### config.mk
export PLATFORM = sky130hd
export DESIGN_NAME = sync_cmd_length_frame_decoder_core
export DESIGN_NICKNAME = d
export VERILOG_FILES = /design/src/hdl/sclfd_pkg.sv /design/src/hdl/sclfd_ram.sv /design/src/hdl/sclfd_front.sv /design/src/hdl/sclfd_fifo.sv /design/src/hdl/sclfd_back.sv /design/src/hdl/sync_cmd_length_frame_decoder_core.sv
export VERILOG_INCLUDE_DIRS = /design/src /design/src/hdl
export SDC_FILE = /design/constraint.sdc
export NUM_CORES = 1
export LEC_CHECK = 0
export ABC_AREA = 1
export BUFFER_PORTS_ARGS = -buffer_cell sky130_fd_sc_hd__clkbuf_2
export CAP_MARGIN = 10
export CORE_MARGIN = 2
export CORE_UTILIZATION = 54
export CTS_CLUSTER_SIZE = 12
export DETAILED_ROUTE_END_ITERATION = 10
export PLACE_DENSITY = 0.7
export SETUP_SLACK_MARGIN = 0.02
export SYNTH_ARGS = -nofsm -noshare
export SYNTH_HDL_FRONTEND = slang
export SYNTH_HIERARCHICAL = 1
export SYNTH_SLANG_ARGS = --single-unit
### constraint.sdc
create_clock -name clk -period 4.5 [get_ports clk]
set_clock_uncertainty 0.15 [all_clocks]
set_input_delay 0.225 -clock clk [delete_from_list [all_inputs] [get_ports clk]]
set_output_delay 0.225 -clock clk [all_outputs]
set_load 0.1 [all_outputs]
### src/hdl/assert_macros.svh
// ----------------------------------------------------------------------------
// assert_macros.svh
// Assertion shorthands for the frame decoder; they compile to nothing under SYNTH
// ----------------------------------------------------------------------------
`ifndef ASSERT_MACROS_SVH
`define ASSERT_MACROS_SVH

`ifndef SYNTH
// property must hold at every clock edge outside reset
`define SCLFD_ASSERT(lbl, clk, rst_n, prop) \
	lbl: assert property (@(posedge clk) disable iff (!rst_n) (prop)) \
		else $error("sclfd assertion failed");
// condition must never be true outside reset
`define SCLFD_NEVER(lbl, clk, rst_n, cond) \
	lbl: assert property (@(posedge clk) disable iff (!rst_n) !(cond)) \
		else $error("sclfd forbidden condition seen");
`else
`define SCLFD_ASSERT(lbl, clk, rst_n, prop)
`define SCLFD_NEVER(lbl, clk, rst_n, cond)
`endif

`endif

### src/hdl/sclfd_pkg.sv
// ----------------------------------------------------------------------------
// sclfd_pkg
// Shared types and constants of the sync/command/length frame decoder
// ----------------------------------------------------------------------------
`default_nettype none

package sclfd_pkg;

	// framing constants
	localparam logic [7:0] SYNC_BYTE   = 8'hAA;
	localparam logic [3:0] NIBBLE_MASK = 4'hF;

	// descriptor queue between parser and drain
	localparam int QUEUE_DEPTH = 4;
	localparam int QPTR_W      = $clog2(QUEUE_DEPTH);

	// parser phases
	typedef enum logic [1:0] {
		PH_HUNT = 2'd0,
		PH_CMD  = 2'd1,
		PH_LEN  = 2'd2,
		PH_DATA = 2'd3
	} phase_t;

	// one completed frame, as handed to the drain side
	typedef struct packed {
		logic [7:0] cmd;
		logic [5:0] len;
		logic       bank;
	} frame_desc_t;

	// drain side hands a payload bank back to the parser
	typedef struct packed {
		logic valid;
		logic bank;
	} bank_release_t;

endpackage

`default_nettype wire

### src/hdl/sclfd_ram.sv
// ----------------------------------------------------------------------------
// sclfd_ram
// Simple dual-port RAM, one write and one registered read port
// ----------------------------------------------------------------------------
`default_nettype none

module sclfd_ram #(
	parameter int WIDTH = 8,
	parameter int DEPTH = 128,
	parameter int ADDR_W = $clog2(DEPTH)
) (
	input  wire logic              clk,
	input  wire logic              we,
	input  wire logic [ADDR_W-1:0] waddr,
	input  wire logic [WIDTH-1:0]  wdata,
	input  wire logic              re,
	input  wire logic [ADDR_W-1:0] raddr,
	output logic      [WIDTH-1:0]  rdata
);

	logic [WIDTH-1:0] mem_q [DEPTH];

	// write port
	always_ff @(posedge clk) begin
		if (we) begin
			mem_q[waddr] <= wdata;
		end
	end

	// registered read, holds when not enabled
	always_ff @(posedge clk) begin
		if (re) begin
			rdata <= mem_q[raddr];
		end
	end

endmodule

`default_nettype wire

### src/hdl/sclfd_front.sv
// ----------------------------------------------------------------------------
// sclfd_front
// Byte parser: hunts sync, checks command, stores payload, queues frames
// ----------------------------------------------------------------------------
`default_nettype none

`include "assert_macros.svh"

module sclfd_front
	import sclfd_pkg::*;
#(
	parameter int MAX_PAYLOAD = 63,
	parameter int IDX_W = 6
) (
	input  wire logic                clk,
	input  wire logic                arst_n,
	input  wire logic [7:0]          rx_byte,
	input  wire logic                rx_valid,
	output logic                     rx_ready,
	output logic                     push,
	output frame_desc_t              push_desc,
	input  wire logic                queue_full,
	input  wire bank_release_t       release_bank,
	output logic                     wr_en,
	output logic [IDX_W:0]           wr_addr,
	output logic [7:0]               wr_data
);

	phase_t      phase_q, phase_d;
	logic [5:0]  fill_q, fill_d;
	logic [7:0]  cmd_q;
	logic [5:0]  len_q;
	logic        bank_q;
	logic [1:0]  busy_q, busy_d;
	logic        cmd_we, len_we, bank_flip;
	logic        accept;
	logic [3:0]  nib_x;
	logic [5:0]  fill_inc;

	// stall where a queue slot or a free bank is needed
	always_comb begin
		rx_ready = 1'b1;
		if (phase_q == PH_LEN && queue_full) begin
			rx_ready = 1'b0;
		end
		if (phase_q == PH_DATA && (queue_full || busy_q[bank_q])) begin
			rx_ready = 1'b0;
		end
	end

	assign accept   = rx_valid && rx_ready;
	assign nib_x    = rx_byte[7:4] ^ rx_byte[3:0];
	assign fill_inc = fill_q + 6'd1;
	assign wr_addr  = {bank_q, fill_q[IDX_W-1:0]};
	assign wr_data  = rx_byte;

	// next phase and side effects
	always_comb begin
		phase_d   = phase_q;
		fill_d    = fill_q;
		cmd_we    = 1'b0;
		len_we    = 1'b0;
		bank_flip = 1'b0;
		wr_en     = 1'b0;
		push      = 1'b0;
		push_desc = '{cmd: cmd_q, len: len_q, bank: bank_q};
		if (accept) begin
			unique case (phase_q)
				PH_HUNT: begin
					if (rx_byte == SYNC_BYTE) begin
						phase_d = PH_CMD;
					end
				end
				PH_CMD: begin
					if (nib_x == NIBBLE_MASK) begin
						cmd_we  = 1'b1;
						phase_d = PH_LEN;
					end else begin
						phase_d = PH_HUNT;
					end
				end
				PH_LEN: begin
					priority if (rx_byte == 8'd0) begin
						// empty frame goes out at once
						push          = 1'b1;
						push_desc.len = 6'd0;
						phase_d       = PH_HUNT;
					end else if (rx_byte <= 8'(MAX_PAYLOAD)) begin
						len_we  = 1'b1;
						fill_d  = 6'd0;
						phase_d = PH_DATA;
					end else if (rx_byte == SYNC_BYTE) begin
						phase_d = PH_CMD;
					end else begin
						phase_d = PH_HUNT;
					end
				end
				PH_DATA: begin
					if (fill_q >= len_q || {2'b00, fill_q} >= 8'(MAX_PAYLOAD)) begin
						phase_d = PH_HUNT;
						fill_d  = 6'd0;
					end else begin
						wr_en  = 1'b1;
						fill_d = fill_inc;
						if (fill_inc >= len_q) begin
							push      = 1'b1;
							bank_flip = 1'b1;
							fill_d    = 6'd0;
							phase_d   = PH_HUNT;
						end
					end
				end
				default: phase_d = PH_HUNT;
			endcase
		end
	end

	// bank ownership: set on queueing a frame with payload, cleared by the drain side
	always_comb begin
		busy_d = busy_q;
		if (release_bank.valid) begin
			busy_d[release_bank.bank] = 1'b0;
		end
		if (bank_flip) begin
			busy_d[bank_q] = 1'b1;
		end
	end

	// control state
	always_ff @(posedge clk or negedge arst_n) begin
		if (!arst_n) begin
			phase_q <= PH_HUNT;
			fill_q  <= 6'd0;
			bank_q  <= 1'b0;
			busy_q  <= 2'b00;
		end else begin
			phase_q <= phase_d;
			fill_q  <= fill_d;
			busy_q  <= busy_d;
			if (bank_flip) begin
				bank_q <= ~bank_q;
			end
		end
	end

	// frame header
	always_ff @(posedge clk or negedge arst_n) begin
		if (!arst_n) begin
			cmd_q <= 8'd0;
			len_q <= 6'd0;
		end else begin
			if (cmd_we) begin
				cmd_q <= rx_byte;
			end
			if (len_we) begin
				len_q <= rx_byte[5:0];
			end
		end
	end

	`SCLFD_ASSERT(a_write_free_bank, clk, arst_n, wr_en |-> !busy_q[bank_q])
	`SCLFD_ASSERT(a_push_has_room, clk, arst_n, push |-> !queue_full)
	`SCLFD_ASSERT(a_write_in_frame, clk, arst_n, wr_en |-> (fill_q < len_q))

endmodule

`default_nettype wire

### src/hdl/sclfd_fifo.sv
// ----------------------------------------------------------------------------
// sclfd_fifo
// Short descriptor queue between the parser and the drain side
// ----------------------------------------------------------------------------
`default_nettype none

module sclfd_fifo
	import sclfd_pkg::*;
(
	input  wire logic  clk,
	input  wire logic  arst_n,
	input  wire logic  push,
	input  wire frame_desc_t push_desc,
	input  wire logic  pop,
	output frame_desc_t head,
	output logic       empty,
	output logic       full
);

	frame_desc_t         entry_q [QUEUE_DEPTH];
	logic [QPTR_W-1:0]   wr_ptr_q, rd_ptr_q;
	logic [QPTR_W:0]     count_q;

	assign head  = entry_q[rd_ptr_q];
	assign empty = (count_q == '0);
	assign full  = (count_q == (QPTR_W + 1)'(QUEUE_DEPTH));

	// entry storage
	always_ff @(posedge clk) begin
		if (push) begin
			entry_q[wr_ptr_q] <= push_desc;
		end
	end

	// pointers and fill level
	always_ff @(posedge clk or negedge arst_n) begin
		if (!arst_n) begin
			wr_ptr_q <= '0;
			rd_ptr_q <= '0;
			count_q  <= '0;
		end else begin
			if (push) begin
				wr_ptr_q <= wr_ptr_q + 1'b1;
			end
			if (pop) begin
				rd_ptr_q <= rd_ptr_q + 1'b1;
			end
			unique case ({push, pop})
				2'b10:   count_q <= count_q + 1'b1;
				2'b01:   count_q <= count_q - 1'b1;
				default: count_q <= count_q;
			endcase
		end
	end

endmodule

`default_nettype wire

### src/hdl/sclfd_back.sv
// ----------------------------------------------------------------------------
// sclfd_back
// Drain side: walks the queued frame's payload bank and emits results
// ----------------------------------------------------------------------------
`default_nettype none

`include "assert_macros.svh"

module sclfd_back
	import sclfd_pkg::*;
#(
	parameter int IDX_W = 6
) (
	input  wire logic        clk,
	input  wire logic        arst_n,
	input  wire frame_desc_t head,
	input  wire logic        queue_empty,
	output logic             pop,
	output bank_release_t    release_bank,
	output logic             rd_en,
	output logic [IDX_W:0]   rd_addr,
	input  wire logic [7:0]  rd_data,
	output logic             res_valid,
	input  wire logic        res_ready,
	output logic [7:0]       command,
	output logic [5:0]       payload_length,
	output logic [7:0]       data_byte,
	output logic             last
);

	logic [5:0] idx_q;
	logic       valid_s1;
	logic [7:0] cmd_s1;
	logic [5:0] len_s1;
	logic       last_s1;
	logic       empty_s1;
	logic       advance, issue, is_last, is_empty;

	// issue one result per cycle from the queue head while the result stage can advance
	assign advance  = !valid_s1 || res_ready;
	assign issue    = advance && !queue_empty;
	assign is_empty = (head.len == 6'd0);
	assign is_last  = is_empty || (idx_q == head.len - 6'd1);
	assign pop      = issue && is_last;
	assign rd_en    = issue && !is_empty;
	assign rd_addr  = {head.bank, idx_q[IDX_W-1:0]};

	// bank is free once its final read has been issued
	assign release_bank = '{valid: pop && !is_empty, bank: head.bank};

	// payload index within the current frame
	always_ff @(posedge clk or negedge arst_n) begin
		if (!arst_n) begin
			idx_q <= 6'd0;
		end else if (issue) begin
			idx_q <= is_last ? 6'd0 : idx_q + 6'd1;
		end
	end

	// result stage, lines up with the registered RAM read
	always_ff @(posedge clk or negedge arst_n) begin
		if (!arst_n) begin
			valid_s1 <= 1'b0;
		end else if (advance) begin
			valid_s1 <= issue;
		end
	end

	always_ff @(posedge clk) begin
		if (issue) begin
			cmd_s1   <= head.cmd;
			len_s1   <= head.len;
			last_s1  <= is_last;
			empty_s1 <= is_empty;
		end
	end

	assign res_valid      = valid_s1;
	assign command        = cmd_s1;
	assign payload_length = len_s1;
	assign data_byte      = empty_s1 ? 8'd0 : rd_data;
	assign last           = last_s1;

	`SCLFD_ASSERT(a_pop_not_empty, clk, arst_n, pop |-> !queue_empty)
	`SCLFD_ASSERT(a_idx_in_frame, clk, arst_n, (issue && !is_empty) |-> (idx_q < head.len))
	`SCLFD_ASSERT(a_empty_is_last, clk, arst_n, (valid_s1 && empty_s1) |-> last_s1)

endmodule

`default_nettype wire

### src/hdl/sync_cmd_length_frame_decoder_core.sv
// ----------------------------------------------------------------------------
// sync_cmd_length_frame_decoder_core
// Frame decoder for a sync / command / length / payload byte stream
// ----------------------------------------------------------------------------
// Input channel rx_byte/rx_valid/rx_ready takes one received byte per
// transaction; output channel res_valid/res_ready gives one result per
// transaction (command, payload_length, data_byte, last).
// The parser takes a byte every cycle unless stalled. Payload goes into one of
// two RAM banks; the completed frame is queued (4 deep) and drained one result
// per cycle while the receiver is ready. A completed frame is first written
// into the queue, then read out through the registered RAM read alongside the
// result register; an empty frame is queued straight from its length byte.
// Throughput: one byte in and one result out per cycle when neither side
// stalls. A frame holds its payload bank until its final read is issued, so
// with both banks held the parser stalls on the next payload byte; a full
// queue stalls it on a length byte or a payload byte.
// A stalled receiver freezes the result register and, through the queue and
// the banks, eventually the input side; nothing is lost.
// Reset clears the parser to sync hunting and empties the queue; no RAM clear.
// ----------------------------------------------------------------------------
`default_nettype none

module sync_cmd_length_frame_decoder_core
	import sclfd_pkg::*;
#(
	parameter int MAX_PAYLOAD = 63
) (
	input  wire logic       clk,
	input  wire logic       arst_n,
	input  wire logic [7:0] rx_byte,
	input  wire logic       rx_valid,
	output logic            rx_ready,
	output logic [7:0]      command,
	output logic [5:0]      payload_length,
	output logic [7:0]      data_byte,
	output logic            last,
	output logic            res_valid,
	input  wire logic       res_ready
);

	// one bank holds at most 63 bytes, the reach of the 6-bit length
	localparam int BANK_DEPTH = (MAX_PAYLOAD < 63) ? MAX_PAYLOAD : 63;
	localparam int IDX_W      = (BANK_DEPTH > 1) ? $clog2(BANK_DEPTH) : 1;
	localparam int ADDR_W     = IDX_W + 1;
	localparam int RAM_DEPTH  = 2 ** ADDR_W;

	logic          push, pop, q_empty, q_full;
	frame_desc_t   push_desc, head;
	bank_release_t release_bank;
	logic          wr_en, rd_en;
	logic [IDX_W:0] wr_addr, rd_addr;
	logic [7:0]    wr_data, rd_data;

	sclfd_front #(
		.MAX_PAYLOAD(MAX_PAYLOAD),
		.IDX_W(IDX_W)
	) u_front (
		.clk(clk),
		.arst_n(arst_n),
		.rx_byte(rx_byte),
		.rx_valid(rx_valid),
		.rx_ready(rx_ready),
		.push(push),
		.push_desc(push_desc),
		.queue_full(q_full),
		.release_bank(release_bank),
		.wr_en(wr_en),
		.wr_addr(wr_addr),
		.wr_data(wr_data)
	);

	sclfd_fifo u_fifo (
		.clk(clk),
		.arst_n(arst_n),
		.push(push),
		.push_desc(push_desc),
		.pop(pop),
		.head(head),
		.empty(q_empty),
		.full(q_full)
	);

	sclfd_ram #(
		.WIDTH(8),
		.DEPTH(RAM_DEPTH),
		.ADDR_W(ADDR_W)
	) u_ram (
		.clk(clk),
		.we(wr_en),
		.waddr(wr_addr),
		.wdata(wr_data),
		.re(rd_en),
		.raddr(rd_addr),
		.rdata(rd_data)
	);

	sclfd_back #(
		.IDX_W(IDX_W)
	) u_back (
		.clk(clk),
		.arst_n(arst_n),
		.head(head),
		.queue_empty(q_empty),
		.pop(pop),
		.release_bank(release_bank),
		.rd_en(rd_en),
		.rd_addr(rd_addr),
		.rd_data(rd_data),
		.res_valid(res_valid),
		.res_ready(res_ready),
		.command(command),
		.payload_length(payload_length),
		.data_byte(data_byte),
		.last(last)
	);

endmodule

`default_nettype wire

==> run metrics, run 1 <==
I/O Buffers 36; worst r2r src u_front/fill_q[0]; YS warnings 6; routed len/inst 21.6 µm; CP Class flop to flop; core area 88400 µm²; switching power 12.0 mW; asr flop ratio synth 3.40%; Seq/Total Area, Yosys 71.2%; Synth cell types 40; Avg Inst Size Synth 11.5 µm²; largest net degree at the start of global routing 198; Flop pwr share 39.5%; Hold Slack 0.00519 ns; GRT Resource Usage Total 25.5%; Post-Synth XOR/XNOR Area 0.237%; routability cong. 0.893; CTS tree built; crit-path max FO 10; post-cts repair resize count 0; routed vias/inst 5.77; post-synthesis adder-cell area fraction 0.562%; reg-to-reg endpoint u_fifo/count_q[1]; final layout net count 4176; post-synthesis mux area share 0%; DRT Pass-1 Iters 5; hold path start rx_byte[4]; Fin. Hold Viols 0; CP Launch Type flop; Die ar. 91500 µm²; post-synthesis simple-gate area fraction 22.8%; Mapped Area 48100 µm²; ANT nets after route 0; max_slew headroom 28.4%; CP Data Required Time 4.94 ns; leading area contributor after synthesis edfxtp_1; Critical Path AT 4.16 ns; Vias 31022; cell chain of the critical path ha_1, nand2_1, nor2_1, xnor2_1, inv_1, ha_1, nand2_1, nor2_1, nand2_1, nand2_1, nand2_1, a21oi_1, inv_1, ha_1, inv_1, fa_1, o21ai_0; setup violators final 0; Hold Path Sink u_front/cmd_q[0]; initial DRC count 3659; count leader, synth nand2_1; later-pin clock latency in the skew report 0.68 ns; CTS Buffer Depth 3; Synth-to-Final Area Change 8.30%; Compound-Gate Fraction of Synth Area 0.954%; top_reg_cell synth edfxtp_1; dominant cells by area after synthesis edfxtp_1, nand2_1, nand3_1; WHS Path Cells 2; Slowest-stage cell, CP dfrtp_1; vias in the first global route 29565; Clock Pin Slew Worst Setup and Hold Paths 0.06 ns; synthesized netlist cell count 4188; Sum Neg Setup Slack 0 ns; antenna violations before repair 1; Least-Margin Pin Slew 1.07 ns; Yosys reg bits 1147; placed insts 5185; routed wire length 116000 µm; DRC violations left 0; Peak VDD IR 0.766 mV; RSZ-0062 raised after global routing false; CTS root buf clkbuf_16; Post-synth EDFFs 1108; initial core utilization 54.4%; crit-path leading delay family adder cells; area fraction of the dominant cell type after synthesis 69.1%; number of buffers and inverters on the critical path 3; critical path capture point type flop; DIE HEIGHT 303 µm; global-route wire length before repair 177000 µm; r2r worst-path depth 17; pwr dens 608 nW/µm²; cell mode on critical path nand2_1; Fmax achieved 269 MHz; status complete, no violations; clock sink count 1147; Tcrit/Tclk final 82.7%; non-filler instance count after layout 5375; Detailed Place HPWL 66500 µm; switch share 37.7%; # rows 109; max-cap viol count 0; GRT overflow 0; fraction of layout instances using a drive strength above 1 6.65%; Die Wd 303 µm; total CTS buffers 113; htree depth 3; number of I/O pins 37; Logic pwr share 33.4%; Post-synth top cells nand2_1, edfxtp_1, nand3_1, nor2_1, buf_2; Hold WC Path Type primary input to flop; Final Slew Violations 0; CP peak stage delay 0.52 ns; total leakage power 18.9 nW; Cell Int Power 19.8 mW; post-synth net total 4221; reg2reg setup slack 0.78 ns; largest family of logic cells by synthesized area simple AND/OR/NAND/NOR gates; Clock Power Share 27.1%; Final min period 3.72 ns
cell usage in the layout (no fill, tap or decap), types with 20 or more instances in the layout:
cell type  count
o211ai_1      27
nand3_1      954
buf_4         53
inv_1        118
clkbuf_2      28
nor2_1       177
clkbuf_1      38
edfxtp_1    1108
ha_1          20
clkbuf_16    116
dfrtp_1       34
nand2_1     1383
repair_timing:
item | CTS | global route
hold buffers | 8 | 0
setup buffers | 0 | 0
hold endpoints to repair | 91 | 0
registers in the layout, indices dropped and copies added (netlist names):
name	cells
u_front/bank_q	1
u_fifo/wr_ptr_q	2
u_front/busy_q	2
u_back/command	8
u_front/cmd_q	8
u_back/empty_s1	1
u_fifo/count_q	3
u_ram/mem_q	1024
u_back/last	1
u_fifo/rd_ptr_q	2
u_back/idx_q	6
u_ram/rdata	8
u_front/len_q	6
u_fifo/entry_q	60
u_back/res_valid	1
u_front/phase_q	2
u_front/fill_q	6
u_back/payload_length	6
stage by stage:
| step | cell area [µm²] | utilization (%) | power, mW | setup WS [ns] |
|---|---|---|---|---|
| 2_1_floorplan | 48100 | - | 20.6 | 1.38 |
| 3_3_place_gp | 48700 | 55.2 | 23.1 | 0.902 |
| 3_5_place_dp | 48700 | 55.2 | 23.2 | 0.801 |
| 4_1_cts | 52100 | 59.0 | 31.7 | 0.775 |
| 5_1_grt | 52100 | 59.0 | 33.2 | 0.427 |
| 6_report | 52100 | 59.0 | 31.7 | 0.779 |
cell families after synthesis:
kind of cell	after synthesis
and+or+nand+nor	2557
DFF	1147
buffers and inverters	388
AOI/OAI and AO/OA	62
adders and majority gates	21
xor gates and xnor gates	13
area by class of cell:
type | instances | area (µm²)
clock inverters | 25 | 209
clock buffers | 156 | 3070
multi-input cells | 2653 | 11800
repair buffers | 98 | 798
inverters | 130 | 518
well taps | 1165 | 1460
fillers | 7074 | 36300
flip-flops and latches | 1147 | 34300
diodes | 1 | 2.50
power by group through the flow:
stage               combinational [mW]  clock, mW  sequential, mW
floorplan                         7.58          0            13.0
global placement                  10.3          0            12.7
finish                            10.6       8.59            12.5
CTS                               10.5       8.71            12.5
global route                      11.6       9.12            12.5
detailed placement                10.4          0            12.7
worst max path at each step:
stage | startpoint | slack (ns) | end | cells after the start
2_1_floorplan | u_front/fill_q[0] | 1.38 | u_fifo/count_q[1] | 18
3_3_place_gp | u_front/fill_q[0] | 0.90 | u_fifo/count_q[1] | 17
3_5_place_dp | u_front/fill_q[0] | 0.80 | u_fifo/count_q[1] | 17
4_1_cts | u_front/fill_q[0] | 0.78 | u_fifo/count_q[1] | 17
5_1_grt | u_front/fill_q[0] | 0.43 | u_fifo/count_q[2] | 21
6_report | u_front/fill_q[0] | 0.78 | u_fifo/count_q[1] | 17
layer usage:
metal / share of wire (%) / track usage [%]
met1: 42 / 36.3
met2: 47 / 40.7
met3: 7.9 / 3.60
met4: 3.1 / 9.22
met5: 0 / 0
worst reg2reg max path, delay by kind of cell (launching register included):
| family | cells | cell delay [ns] |
|---|---|---|
| xor gates and xnor gates | 1 | 0.13 |
| buffers and inverters | 3 | 0.26 |
| AOI/OAI and AO/OA | 2 | 0.61 |
| DFF | 1 | 0.52 |
| adders and majority gates | 4 | 1.17 |
| and+or+nand+nor | 7 | 0.81 |
(Power assumes the default switching activity.)
==> inputs of run 2 (changes only) <==
- PLACE_DENSITY: 0.7 -> 0.72
- clock period: 4.5 -> 3.4 ns (I/O delays scaled with it)
==> run metrics, run 2 (synthesis results as in run 1) <==
I/O Buffers 36; global-route wire length before repair 181000 µm; filler cell count 6808; Pwr Total 42.6 mW; htree depth 3; antenna violations before repair 1; Vias 31964; Peak VDD IR 0.691 mV; Hold WC Path Type primary input to flop; Critical Path AT 3.52 ns; DRT Pass-1 Iters 7; routed vias/inst 5.74; CP Data Required Time 3.81 ns; critical path capture point type flop; DIE HEIGHT 303 µm; total CTS buffers 114; Die Wd 303 µm; commonest non-fill, non-tap cell in the layout nand2_1; max-cap viol count 0; ANT nets after route 0; setup violators final 0; Final min period 3.11 ns; # rows 109; total leakage power 19.9 nW; CTS Buffer Depth 3; GRT overflow 0; reg2reg setup slack 0.29 ns; Clock Pin Slew Worst Setup and Hold Paths 0.06 ns; placed insts 5360; Detailed Place HPWL 68800 µm; later-pin clock latency in the skew report 0.69 ns; Final Slew Violations 0; number of I/O pins 37; vias in the first global route 31098; fraction of layout instances using a drive strength above 1 10.7%; Die ar. 91500 µm²; DRC violations left 0; final layout net count 4361; Fin. Hold Viols 0; Largest regs u_ram/mem_q x1024, u_fifo/entry_q x60; clock sink count 1147; status complete, no violations; CTS tree built; number of flip-flops in the largest register 1024; CP Launch Type flop; CTS root buf clkbuf_16; CP Class flop to flop; non-filler instance count after layout 5573; crit-path max FO 11; Tcrit/Tclk final 91.5%; Fmax achieved 322 MHz; largest net degree at the start of global routing 136; max_slew headroom 29.7%; core area 88400 µm²; initial DRC count 3632; Inserted Diodes 0; pwr dens 791 nW/µm²; GRT Resource Usage Total 26.1%; initial core utilization 54.4%; routed len/inst 21.2 µm; routability cong. 0.869; Sum Neg Setup Slack 0 ns; routed wire length 118000 µm; Synth-to-Final Area Change 11.8%; commonest non-fill, non-tap cells in the layout nand2_1, edfxtp_1, nand3_1; Least-Margin Pin Slew 1.05 ns; Top reg by flops u_ram/mem_q
## run 2: changes by cell type in the layout (fill, tap and decap cells not counted), moves of 2 or more
cell | previous run | this run
buf_4 | 53 | 213
buf_12 | 9 | 19
buf_6 | 0 | 7
dlygate4sd3_1 | 8 | 15
clkinv_2 | 6 | 12
clkbuf_1 | 38 | 42
clkbuf_8 | 2 | 5
clkinv_1 | 12 | 15
dfrtp_1 | 34 | 31
dfrtp_2 | 2 | 5
a21oi_1 | 12 | 10
clkinv_16 | 0 | 2
clkinvlp_4 | 2 | 0
## run 2: cell type report
class                      count  area [µm²]  share of cell area [%]
inverter                     130         518                   0.963
sequential                  1147       34300                    63.7
tap                         1165        1460                    2.71
clock inverter                34         293                   0.544
clock buffer                 162        3100                    5.77
multi-input combinational   2653       11800                    22.0
timing repair buffer         282        2350                    4.37
## run 2: path summary, 6_finish.rpt
| path | start | depth (start not counted) | endpoint |
|---|---|---|---|
| min in group asynchronous | arst_n | 4 | u_front/cmd_q[0] |
| worst min-delay path | rx_byte[5] | 3 | u_front/cmd_q[1] |
| worst min register to register | u_front/busy_q[1] | 2 | u_front/busy_q[1] |
| max in group asynchronous | arst_n | 4 | u_back/idx_q[1] |
| worst max-delay path | u_fifo/rd_ptr_q[0] | 18 | u_fifo/count_q[2] |
| worst max register to register | u_fifo/rd_ptr_q[0] | 18 | u_fifo/count_q[2] |
## run 2: power breakdown
group / switching (mW) / internal (mW) / leakage (nW)
Clock: 5.09 / 6.47 / 1.65
Sequential: 0.351 / 16.1 / 10.4
Combinational: 10.6 / 3.99 / 7.86
## run 2: repair_timing
action / in CTS / in global routing
endpoints found under the hold margin: 269 / 0
endpoints found under the setup margin: 0 / 12
hold buffers: 15 / 0
setup buffers: 0 / 2
gates resized for setup: 0 / 8
## run 2: stage by stage
step                area [µm²]  hold slack [ns]  setup slack [ns]  utilization [%]
floorplan                48100           -0.276             0.282                -
global placement         50200          -0.0270             0.188             56.8
detailed placement       50200          -0.0282             0.158             56.8
CTS                      53800           0.0163             0.172             60.8
global route             53800           0.0667           -0.0166             60.9
finish                   53800          0.00776             0.290             60.9
## run 2: critical path, cell delays in order, from the launching register on
cell and delay, ns:
dfrtp_2 0.47, o211ai_1 0.19, nand2_1 0.09, inv_1 0.13, ha_2 0.29, nand2_1 0.06, inv_1 0.04, nor2_1 0.08
nand3_1 0.09, nor2_2 0.15, nand3_4 0.14, a21oi_4 0.18, ha_1 0.19, inv_1 0.07, fa_1 0.38, nand2_1 0.10
nand3_1 0.07, nand2_1 0.06, nand2_1 0.05
## run 2: routing by layer
metal  up-vias  GRT usage [%]  share of wire [%]
li1      14805              -                  -
met1     15413           35.5                 39
met2      1509           42.8                 48
met3       235           4.19                9.0
met4         2           9.52                3.4
met5         -              0              0.011
